[src/design/slipd_pkg.sv]
// Shared types, constants and CRC helper for the SLIP frame decoder.
package slipd_pkg;

	// Sizes
	localparam int BUFFER_BYTES  = 128;
	localparam int MAX_PAYLOAD   = 64;
	localparam int HEADER_BYTES  = 4;
	localparam int TRAILER_BYTES = 4;

	localparam int BUF_AW = $clog2(BUFFER_BYTES);
	localparam int CNT_W  = $clog2(BUFFER_BYTES + 1);
	localparam int HDR_AW = $clog2(HEADER_BYTES);
	localparam int PLEN_W = 7;

	// SLIP codes
	localparam logic [7:0] SLIP_END     = 8'hC0;
	localparam logic [7:0] SLIP_ESC     = 8'hDB;
	localparam logic [7:0] SLIP_ESC_END = 8'hDC;
	localparam logic [7:0] SLIP_ESC_ESC = 8'hDD;

	// CRC-32, reflected IEEE
	localparam logic [31:0] CRC_POLY = 32'hEDB88320;
	localparam logic [31:0] CRC_INIT = 32'hFFFFFFFF;

	// Descriptor tracker reset value
	localparam logic [7:0] NO_DESCRIPTOR = 8'hFF;

	// Configuration register indexes
	localparam int CFG_IDX_W = 2;
	localparam logic [CFG_IDX_W-1:0] REG_EXP_VERSION = 2'd0;
	localparam logic [CFG_IDX_W-1:0] REG_DESC_COUNT  = 2'd1;
	localparam logic [CFG_IDX_W-1:0] REG_ACTIVE_DESC = 2'd2;

	typedef enum logic [2:0] {
		ST_OK       = 3'd0,
		ST_CRC      = 3'd1,
		ST_SHORT    = 3'd2,
		ST_HEADER   = 3'd3,
		ST_OVERFLOW = 3'd4
	} status_t;

	typedef enum logic [1:0] {
		CS_IDLE,
		CS_CLOSE,
		CS_EMIT
	} ctrl_state_t;

	// Frame summary kept by the receive side
	typedef struct packed {
		logic [CNT_W-1:0] count;
		logic             overflow;
		logic [31:0]      crc;
		logic [31:0]      trailer;
		logic [7:0]       version;
		logic [7:0]       length;
		logic [7:0]       descriptor;
		logic [7:0]       report_num;
	} frame_info_t;

	// One result item
	typedef struct packed {
		status_t          status;
		logic [7:0]       report_num;
		logic [PLEN_W-1:0] pkt_len;
		logic [7:0]       data_byte;
		logic             has_data;
		logic             last;
		logic             warn;
		logic [7:0]       descriptor;
	} result_t;

	// Advance the CRC by one byte, LSB first
	function automatic logic [31:0] crc32_byte(input logic [31:0] crc, input logic [7:0] b);
		logic [31:0] c;
		c = crc ^ {24'd0, b};
		for (int k = 0; k < 8; k++) begin
			if (c[0])
				c = (c >> 1) ^ CRC_POLY;
			else
				c = c >> 1;
		end
		return c;
	endfunction

endpackage

[src/design/slipd_store.sv]
// Frame byte store: one write port, one registered read port.
module slipd_store (
	input  logic                        clk,
	input  logic                        wr_en,
	input  logic [slipd_pkg::BUF_AW-1:0] wr_addr,
	input  logic [7:0]                  wr_data,
	input  logic                        rd_en,
	input  logic [slipd_pkg::BUF_AW-1:0] rd_addr,
	output logic [7:0]                  rd_data
);
	import slipd_pkg::*;

	logic [7:0] mem [BUFFER_BYTES];
	logic [7:0] rd_data_q;

	// Write decoded bytes
	always_ff @(posedge clk) begin
		if (wr_en)
			mem[wr_addr] <= wr_data;
	end

	// Registered read
	always_ff @(posedge clk) begin
		if (rd_en)
			rd_data_q <= mem[rd_addr];
	end

	assign rd_data = rd_data_q;

endmodule

[src/design/slipd_rx.sv]
// Receive side: SLIP unescaping, byte store writes, running CRC, header and trailer capture.
module slipd_rx (
	input  logic                         clk,
	input  logic                         arst_n,
	input  logic                         in_fire,
	input  logic [7:0]                   in_byte,
	input  logic                         frame_clear,
	output logic                         wr_en,
	output logic [slipd_pkg::BUF_AW-1:0] wr_addr,
	output logic [7:0]                   wr_data,
	output logic                         frame_end,
	output slipd_pkg::frame_info_t       info
);
	import slipd_pkg::*;

	logic [CNT_W-1:0] count_q;
	logic             esc_q;
	logic             ovf_q;
	logic [31:0]      crc_q;
	logic [31:0]      trailer_q;
	logic [7:0]       hdr_q [HEADER_BYTES];

	logic       store_req;
	logic [7:0] store_val;
	logic       full;

	// Decode one received byte
	always_comb begin
		store_req = 1'b0;
		store_val = in_byte;
		frame_end = 1'b0;
		if (in_fire) begin
			if (esc_q) begin
				store_req = 1'b1;
				if (in_byte == SLIP_ESC_END)
					store_val = SLIP_END;
				else if (in_byte == SLIP_ESC_ESC)
					store_val = SLIP_ESC;
			end else if (in_byte == SLIP_END) begin
				frame_end = 1'b1;
			end else if (in_byte != SLIP_ESC) begin
				store_req = 1'b1;
			end
		end
	end

	assign full    = count_q >= CNT_W'(BUFFER_BYTES);
	assign wr_en   = store_req && !full;
	assign wr_addr = count_q[BUF_AW-1:0];
	assign wr_data = store_val;

	// Track count, escape, overflow and CRC
	always_ff @(posedge clk or negedge arst_n) begin
		if (!arst_n) begin
			count_q <= '0;
			esc_q   <= 1'b0;
			ovf_q   <= 1'b0;
			crc_q   <= CRC_INIT;
		end else if (frame_clear) begin
			count_q <= '0;
			esc_q   <= 1'b0;
			ovf_q   <= 1'b0;
			crc_q   <= CRC_INIT;
		end else begin
			if (in_fire) begin
				if (esc_q)
					esc_q <= 1'b0;
				else if (in_byte == SLIP_ESC && !ovf_q)
					esc_q <= 1'b1;
			end
			if (store_req && full)
				ovf_q <= 1'b1;
			if (wr_en) begin
				count_q <= count_q + 1'b1;
				// Byte four places back is body, not trailer
				if (count_q >= CNT_W'(TRAILER_BYTES))
					crc_q <= crc32_byte(crc_q, trailer_q[7:0]);
			end
		end
	end

	// Keep the last four bytes and the header bytes
	always_ff @(posedge clk) begin
		if (wr_en) begin
			trailer_q <= {store_val, trailer_q[31:8]};
			if (count_q < CNT_W'(HEADER_BYTES))
				hdr_q[count_q[HDR_AW-1:0]] <= store_val;
		end
	end

	assign info.count      = count_q;
	assign info.overflow   = ovf_q;
	assign info.crc        = crc_q;
	assign info.trailer    = trailer_q;
	assign info.version    = hdr_q[0];
	assign info.length     = hdr_q[1];
	assign info.descriptor = hdr_q[2];
	assign info.report_num = hdr_q[3];

endmodule

[src/design/slipd_ctrl.sv]
// Frame close checks, payload readout sequencer, config registers and output register.
module slipd_ctrl (
	input  logic                             clk,
	input  logic                             arst_n,
	input  logic                             cfg_valid,
	input  logic [slipd_pkg::CFG_IDX_W-1:0]  cfg_index,
	input  logic [7:0]                       cfg_data,
	output logic                             cfg_ready,
	input  logic                             frame_end,
	input  slipd_pkg::frame_info_t           info,
	input  logic [7:0]                       rd_data,
	input  logic                             out_ready,
	output logic                             in_ready,
	output logic                             frame_clear,
	output logic                             rd_en,
	output logic [slipd_pkg::BUF_AW-1:0]     rd_addr,
	output logic                             out_valid,
	output slipd_pkg::result_t               out_result
);
	import slipd_pkg::*;

	ctrl_state_t state_q, state_d;

	logic [7:0]        exp_version_q;
	logic [7:0]        desc_count_q;
	logic [7:0]        active_desc_q;
	logic [7:0]        last_warned_q;
	logic [PLEN_W-1:0] plen_q;
	logic [PLEN_W-1:0] emit_idx_q;
	logic              warn_q;
	logic              out_valid_q;
	result_t           out_q;

	logic [CNT_W-1:0] body;
	logic [CNT_W-1:0] plen;
	logic             crc_ok;
	logic             hdr_bad;
	logic             warn_new;
	logic             out_free;
	logic             load;
	result_t          res_d;
	logic             pkt_ok;
	logic             emit_step;
	logic             emit_last;

	// Frame checks from the captured summary
	assign body     = info.count - CNT_W'(TRAILER_BYTES);
	assign plen     = body - CNT_W'(HEADER_BYTES);
	assign crc_ok   = (info.crc ^ CRC_INIT) == info.trailer;
	assign hdr_bad  = (info.version != exp_version_q)
		|| (CNT_W'(info.length) != plen)
		|| (plen > CNT_W'(MAX_PAYLOAD))
		|| (info.descriptor >= desc_count_q)
		|| (info.report_num == 8'd0 && plen >= CNT_W'(MAX_PAYLOAD));
	assign warn_new = (info.descriptor != active_desc_q)
		&& (info.descriptor != last_warned_q);

	assign out_free  = !out_valid_q || out_ready;
	assign emit_last = emit_idx_q == (plen_q - 1'b1);
	assign cfg_ready = 1'b1;

	// State register
	always_ff @(posedge clk or negedge arst_n) begin
		if (!arst_n)
			state_q <= CS_IDLE;
		else
			state_q <= state_d;
	end

	// Next state, readout and result selection
	always_comb begin
		state_d     = state_q;
		in_ready    = 1'b0;
		frame_clear = 1'b0;
		rd_en       = 1'b0;
		rd_addr     = BUF_AW'(HEADER_BYTES);
		load        = 1'b0;
		pkt_ok      = 1'b0;
		emit_step   = 1'b0;
		res_d       = '0;
		res_d.last  = 1'b1;
		case (state_q)
			CS_IDLE: begin
				in_ready = 1'b1;
				if (frame_end)
					state_d = CS_CLOSE;
			end
			CS_CLOSE: begin
				if (out_free) begin
					frame_clear = 1'b1;
					state_d     = CS_IDLE;
					if (info.overflow) begin
						load         = 1'b1;
						res_d.status = ST_OVERFLOW;
					end else if (info.count <= CNT_W'(TRAILER_BYTES)) begin
						// drop the runt frame silently
					end else if (!crc_ok) begin
						load         = 1'b1;
						res_d.status = ST_CRC;
					end else if (body < CNT_W'(HEADER_BYTES)) begin
						load         = 1'b1;
						res_d.status = ST_SHORT;
					end else if (hdr_bad) begin
						load         = 1'b1;
						res_d.status = ST_HEADER;
					end else begin
						pkt_ok = 1'b1;
						if (plen == '0) begin
							load             = 1'b1;
							res_d.status     = ST_OK;
							res_d.report_num = info.report_num;
							res_d.warn       = warn_new;
							res_d.descriptor = info.descriptor;
						end else begin
							// fetch the first payload byte
							rd_en   = 1'b1;
							state_d = CS_EMIT;
						end
					end
				end
			end
			CS_EMIT: begin
				if (out_free) begin
					load              = 1'b1;
					res_d.status      = ST_OK;
					res_d.report_num  = info.report_num;
					res_d.pkt_len     = plen_q;
					res_d.data_byte   = rd_data;
					res_d.has_data    = 1'b1;
					res_d.last        = emit_last;
					res_d.warn        = warn_q;
					res_d.descriptor  = info.descriptor;
					if (emit_last) begin
						state_d = CS_IDLE;
					end else begin
						emit_step = 1'b1;
						rd_en     = 1'b1;
						rd_addr   = BUF_AW'(HEADER_BYTES) + BUF_AW'(emit_idx_q) + 1'b1;
					end
				end
			end
			default: begin
				state_d = CS_IDLE;
			end
		endcase
	end

	// Configuration writes
	always_ff @(posedge clk or negedge arst_n) begin
		if (!arst_n) begin
			exp_version_q <= 8'd1;
			desc_count_q  <= 8'd1;
			active_desc_q <= 8'd0;
		end else if (cfg_valid) begin
			case (cfg_index)
				REG_EXP_VERSION: exp_version_q <= cfg_data;
				REG_DESC_COUNT:  desc_count_q  <= cfg_data;
				REG_ACTIVE_DESC: active_desc_q <= cfg_data;
				default: ;
			endcase
		end
	end

	// Packet bookkeeping and readout counter
	always_ff @(posedge clk or negedge arst_n) begin
		if (!arst_n) begin
			last_warned_q <= NO_DESCRIPTOR;
			emit_idx_q    <= '0;
			plen_q        <= '0;
			warn_q        <= 1'b0;
		end else begin
			if (pkt_ok) begin
				warn_q     <= warn_new;
				plen_q     <= PLEN_W'(plen);
				emit_idx_q <= '0;
				if (warn_new)
					last_warned_q <= info.descriptor;
			end else if (emit_step) begin
				emit_idx_q <= emit_idx_q + 1'b1;
			end
		end
	end

	// Output register
	always_ff @(posedge clk or negedge arst_n) begin
		if (!arst_n)
			out_valid_q <= 1'b0;
		else if (load)
			out_valid_q <= 1'b1;
		else if (out_ready)
			out_valid_q <= 1'b0;
	end

	always_ff @(posedge clk) begin
		if (load)
			out_q <= res_d;
	end

	assign out_valid  = out_valid_q;
	assign out_result = out_q;

endmodule

[src/design/slip_crc32_frame_decoder.sv]
// Top level of the SLIP deframer with CRC-32 trailer and header check.
//
// Input stream: one raw SLIP byte per request on s_axis. Bytes are taken one
// per cycle while a frame is being received; escapes are undone and decoded
// bytes go to a 128-byte store. The CRC of the body runs along four bytes
// behind the write pointer, so nothing is scanned at the frame end.
// On END the input stalls and the FSM goes to CS_CLOSE; once the output
// register is free, the frame is checked there and either one status
// request, one empty-payload request, nothing (runt frame), or the payload
// readout starts. A single request is loaded into the output register from
// CS_CLOSE, and the input is held there. Readout reads the store at one byte
// per cycle while the receiver does not stall (registered read port), and
// the input is held until the last payload byte is loaded; the first byte is
// read in CS_CLOSE and reaches the output register from CS_EMIT.
// Output requests are held in an output register; a stalled receiver stalls
// the readout and, through it, the input. The cfg channel is always ready
// and is meant to be written while no frame end is pending.
// Reset clears counters, flags, the FSM and the registers to their defaults;
// the store needs no clearing since only bytes of the current frame are read.
module slip_crc32_frame_decoder (
	input  logic        clk,
	input  logic        arst_n,
	// Input stream
	input  logic        s_axis_tvalid,
	output logic        s_axis_tready,
	input  logic [7:0]  s_axis_tdata,   // [7:0] rx_byte
	// Output stream
	output logic        m_axis_tvalid,
	input  logic        m_axis_tready,
	// [7:0] report number, [14:8] payload length, [22:15] data_byte,
	// [30:23] packet_descriptor, [31] zero
	output logic [31:0] m_axis_tdata,
	output logic        m_axis_tlast,   // last
	// [2:0] status, [3] has_data, [4] descriptor_warning
	output logic [4:0]  m_axis_tuser,
	// Configuration writes
	input  logic        cfg_valid,
	output logic        cfg_ready,
	input  logic [1:0]  cfg_index,
	input  logic [7:0]  cfg_data
);
	import slipd_pkg::*;

	logic              in_fire;
	logic              frame_end;
	logic              frame_clear;
	frame_info_t       info;
	logic              wr_en;
	logic [BUF_AW-1:0] wr_addr;
	logic [7:0]        wr_data;
	logic              rd_en;
	logic [BUF_AW-1:0] rd_addr;
	logic [7:0]        rd_data;
	result_t           res;

	assign in_fire = s_axis_tvalid && s_axis_tready;

	slipd_rx u_rx (
		.clk         (clk),
		.arst_n      (arst_n),
		.in_fire     (in_fire),
		.in_byte     (s_axis_tdata),
		.frame_clear (frame_clear),
		.wr_en       (wr_en),
		.wr_addr     (wr_addr),
		.wr_data     (wr_data),
		.frame_end   (frame_end),
		.info        (info)
	);

	slipd_store u_store (
		.clk     (clk),
		.wr_en   (wr_en),
		.wr_addr (wr_addr),
		.wr_data (wr_data),
		.rd_en   (rd_en),
		.rd_addr (rd_addr),
		.rd_data (rd_data)
	);

	slipd_ctrl u_ctrl (
		.clk         (clk),
		.arst_n      (arst_n),
		.cfg_valid   (cfg_valid),
		.cfg_index   (cfg_index),
		.cfg_data    (cfg_data),
		.cfg_ready   (cfg_ready),
		.frame_end   (frame_end),
		.info        (info),
		.rd_data     (rd_data),
		.out_ready   (m_axis_tready),
		.in_ready    (s_axis_tready),
		.frame_clear (frame_clear),
		.rd_en       (rd_en),
		.rd_addr     (rd_addr),
		.out_valid   (m_axis_tvalid),
		.out_result  (res)
	);

	// Pack the result fields
	assign m_axis_tdata = {1'b0, res.descriptor, res.data_byte, res.pkt_len, res.report_num};
	assign m_axis_tuser = {res.warn, res.has_data, res.status};
	assign m_axis_tlast = res.last;

endmodule
[config.mk]
export PLATFORM = sky130hd
export DESIGN_NAME = slip_crc32_frame_decoder
export DESIGN_NICKNAME = d
export VERILOG_FILES = /design/src/design/slipd_pkg.sv /design/src/design/slipd_store.sv /design/src/design/slipd_rx.sv /design/src/design/slipd_ctrl.sv /design/src/design/slip_crc32_frame_decoder.sv
export SDC_FILE = /design/constraint.sdc
export NUM_CORES = 2
export LEC_CHECK = 0
export ABC_AREA = 0
export BUFFER_PORTS_ARGS = -buffer_cell sky130_fd_sc_hd__buf_4
export CORE_MARGIN = 2
export CORE_UTILIZATION = 25
export CTS_CLUSTER_SIZE = 8
export DETAILED_ROUTE_END_ITERATION = 10
export GPL_TIMING_DRIVEN = 0
export PLACE_DENSITY_LB_ADDON = 0.05
export RECOVER_POWER = 25
export SLEW_MARGIN = 25
export SYNTH_ARGS = -nofsm -noshare
export SYNTH_HDL_FRONTEND = slang
export SYNTH_SLANG_ARGS = --single-unit
[constraint.sdc]
create_clock -name clk -period 8.1 [get_ports clk]
set_input_delay 0 -clock clk [delete_from_list [all_inputs] [get_ports clk]]
set_output_delay 0 -clock clk [all_outputs]
set_load 0.1 [all_outputs]
==> impl_metrics.ini <==
[cells_and_area]
regArea_sq_mm = 0.0364
drive_gt1_frac = 0.190
final_util = 0.305
areaGrowthSynthToFinish_pct = 21.3
final_common_cell = edfxtp_1
fin_cells = 6394
nFillCells = 19766
multi_input_area_sq_mm = 0.0131
finish.net_count = 3724
mostFrequentLayoutCells = 1133 x edfxtp_1, 338 x nand2_1, 260 x nor2_1

[critical_path]
critPathMaxFanout = 10
max_stage_delay_ns = 1.02
crit_path_end_kind = register
critPathRequiredTime_ns = 8.46
start_kind = register
crit_family = buffers and inverters
critical_path_class = reg -> reg
crit_buf_inv = 5
cp_slowest_cell = o311ai_4
cp_cell_sequence = clkbuf_1 > inv_1 > ha_1 > or4b_1 > nor4b_1 > a2111oi_4 > o311ai_4 > buf_2 > buf_2 > clkbuf_2 > a21oi_1 > o311ai_1 > nand4_1
cp.arrival_ns = 7.64
crit_path_frequent_cell = buf_2

[yosys]
synth_cell_types = 86
ys_ff_latch = 1225
async_reset_ff_frac = 0.0751
synth_edf_count = 1133
yosys.area.top_type_share = 0.678
syn_inst = 3328
synth_area_sq_mm = 0.0502
syn_nets = 3375
ys.flop_type = edfxtp_1
synth_area_per_cell_sq_um = 15.1
yosys_warnings = 0
seq_area_frac_synth = 0.725
synth_area_leader_cell = edfxtp_1
synth_area_leaders = edfxtp_1 68%, mux4_2 3.2%, nand2_1 2.5%

[floorplan]
ios = 64
coreArea_sq_mm = 0.200
initial_core_util = 0.251
die_x_microns = 452
rows = 164
die_area_sq_mm = 0.204
die_height_microns = 452

[clock_tree]
cts_buffers = 171
cts.htree.levels = 4
clock-root-buffer = clkbuf_16
path_clk_slew_ns = 0.05
cts_sinks = 1225
cts_tree = done
clk_latency_ns = 0.83
clockBufferDepth = 3

[sta]
rsz0062_at_grt = no
fmax_ghz = 0.137
relSlewSlack = -0.796
slew_viol_final = 582
fin_crit_sh = 0.899
setup_viol = 0
worst_pin_slew_ns = 2.69
setup_ws_ns = 0.819
clock_skew_ns = 0.0470
timing.hold.ws_ns = 0.0648
finalCriticalPeriod_ns = 7.28
hold_violations = 0

[pwr]
switching_share = 0.260
comb_power_share = 0.113
clock_power_share = 0.424
total_leakage_power_nw = 19.9
peakVddDrop_mv = 0.217
switching_power_mw = 4.11
seqPwrFrac = 0.463
p_int_mw = 11.7
power_density_mw_per_mm2 = 259

[grt]
globalRouteTotalUtil = 0.237
grt_pass1_wl_mm = 321
grt_pass1_vias = 32073
antenna_found_initial = 27
grt_max_degree = 54
grt-ovfl-total = 0

[drt]
viasPerCell = 5.15
drc_errors = 0
postRouteAntennaNets = 0
wl_per_cell_microns = 38.3
dr.pass1.iters = 6
routed_wl_mm = 245
drtIter0Drc = 3835
vias = 32898

[place]
dp_slack_ns = 0.993
portBuffers = 61
hpwl_mm = 173
dp_cells = 6127
gp_congestion = 0.915

[run_status]
failed_checks = capacitance limit, slew limit
status = finished, violations left

[flow_run]
drv_cap = 16

[worst_hold_path]
hold_path_class = in -> reg
-- kinds of logic (layout without fill, tap and decap cells) --
| logic type | count (synthesis) | count (layout) | share of synthesized area |
|---|---|---|---|
| buffers and inverters | 228 | 629 | 0.0198 |
| multiplexers | 235 | 235 | 0.0663 |
| other | 2 | 11 | 0.000150 |
| adder cells (fa/ha/maj) | 24 | 24 | 0.00598 |
| AO/OA/AOI/OAI | 515 | 515 | 0.0715 |
| AND/OR/NAND/NOR | 938 | 938 | 0.0835 |
| XOR/XNOR | 161 | 161 | 0.0281 |
| flip-flops | 1225 | 1225 | 0.725 |
-- per-layer routing --
| metal | GRT usage | share of wire |
|---|---|---|
| met1 | 0.329 | 0.45 |
| met2 | 0.373 | 0.46 |
| met3 | 0.0407 | 0.063 |
| met4 | 0.0784 | 0.036 |
| met5 | 0 | 0.00016 |
-- power groups by stage --
stage	registers, mW	logic (mW)	clock network [mW]
after floorplan	7.40	1.23	0
after global placement	7.47	1.79	0
after detailed placement	7.42	1.82	0
after CTS	7.30	1.84	6.83
after global routing	7.32	1.96	7.07
final	7.30	1.78	6.69
-- stage by stage --
stage	total power [mW]	setup TNS, ns	cell area, sq um
floorplan	8.62	0	50200
global placement	9.25	-1252.74	54000
detailed placement	9.24	0	56000
CTS	16.0	0	61100
global route	16.3	0	60900
finish	15.8	0	60900
-- cells in the mapped netlist, drive strengths merged, types with 16 or more instances --
| cell type | instances |
|---|---|
| clkbuf | 105 |
| nor2 | 298 |
| edfxtp | 1133 |
| xnor2 | 99 |
| o21ai | 96 |
| nor3 | 48 |
| a211oi | 33 |
| a21oi | 64 |
| buf | 88 |
| ha | 24 |
| nand4 | 30 |
| dfstp | 42 |
| xor2 | 62 |
| mux4 | 72 |
| a221oi | 22 |
| nor4 | 20 |
| dfrtp | 50 |
| mux2 | 60 |
| o211ai | 16 |
| nand2 | 338 |
| a31oi | 85 |
| o221ai | 16 |
| nand3 | 92 |
| and3 | 33 |
| inv | 34 |
| o22ai | 40 |
| mux2i | 103 |
| and2 | 24 |
-- registers in the layout, indices dropped and copies added (netlist names) --
name                  cells
u_ctrl.last_warned_q      8
u_ctrl.out_valid          1
u_rx.hdr_q               32
u_store.rd_data           8
u_store.mem            1024
u_ctrl.active_desc_q      8
u_ctrl.exp_version_q      8
u_ctrl.desc_count_q       8
u_ctrl.state_q            2
u_ctrl.emit_idx_q         7
u_rx.crc_q               32
u_ctrl.out_result        37
u_rx.ovf_q                1
u_rx.count_q              8
u_ctrl.plen_q             7
u_rx.esc_q                1
u_rx.trailer_q           32
u_ctrl.warn_q             1
-- area by class of cell --
cell class | instances | share of cell area
antenna | 9 | 0.000370
buffer | 193 | 0.0159
clock buffer | 209 | 0.0726
clock inverter | 16 | 0.00471
inverter | 35 | 0.00216
multi-input combinational | 1875 | 0.215
sequential | 1225 | 0.597
tap | 2656 | 0.0546
timing repair buffer | 176 | 0.0376
-- timing repair --
action                                 4_1_cts  5_1_grt
resized for setup                            0        0
endpoints found under the hold margin      442        0
hold buffers                                32        0
buffers inserted                             0        0
-- tightest hold or removal path, cell delays in order --
cell	delay [ns]
dlygate4sd3_1	0.52
buf_4	0.15
mux2_2	0.15
-- final timing paths --
path	from	endpoint	slack, ns	depth (start not counted)
min in group asynchronous	arst_n	u_rx.crc_q[9]	1.58	3
setup / recovery	u_ctrl.plen_q[0]	u_store.rd_data[1]	0.82	13
max in group asynchronous	arst_n	u_ctrl.active_desc_q[1]	3.82	4
hold / removal	cfg_data[4]	u_ctrl.exp_version_q[4]	0.06	3
hold reg to reg	u_rx.trailer_q[14]	u_rx.trailer_q[6]	0.47	0
setup reg to reg	u_ctrl.plen_q[0]	u_store.rd_data[1]	0.82	13
(Power assumes the default switching activity.)
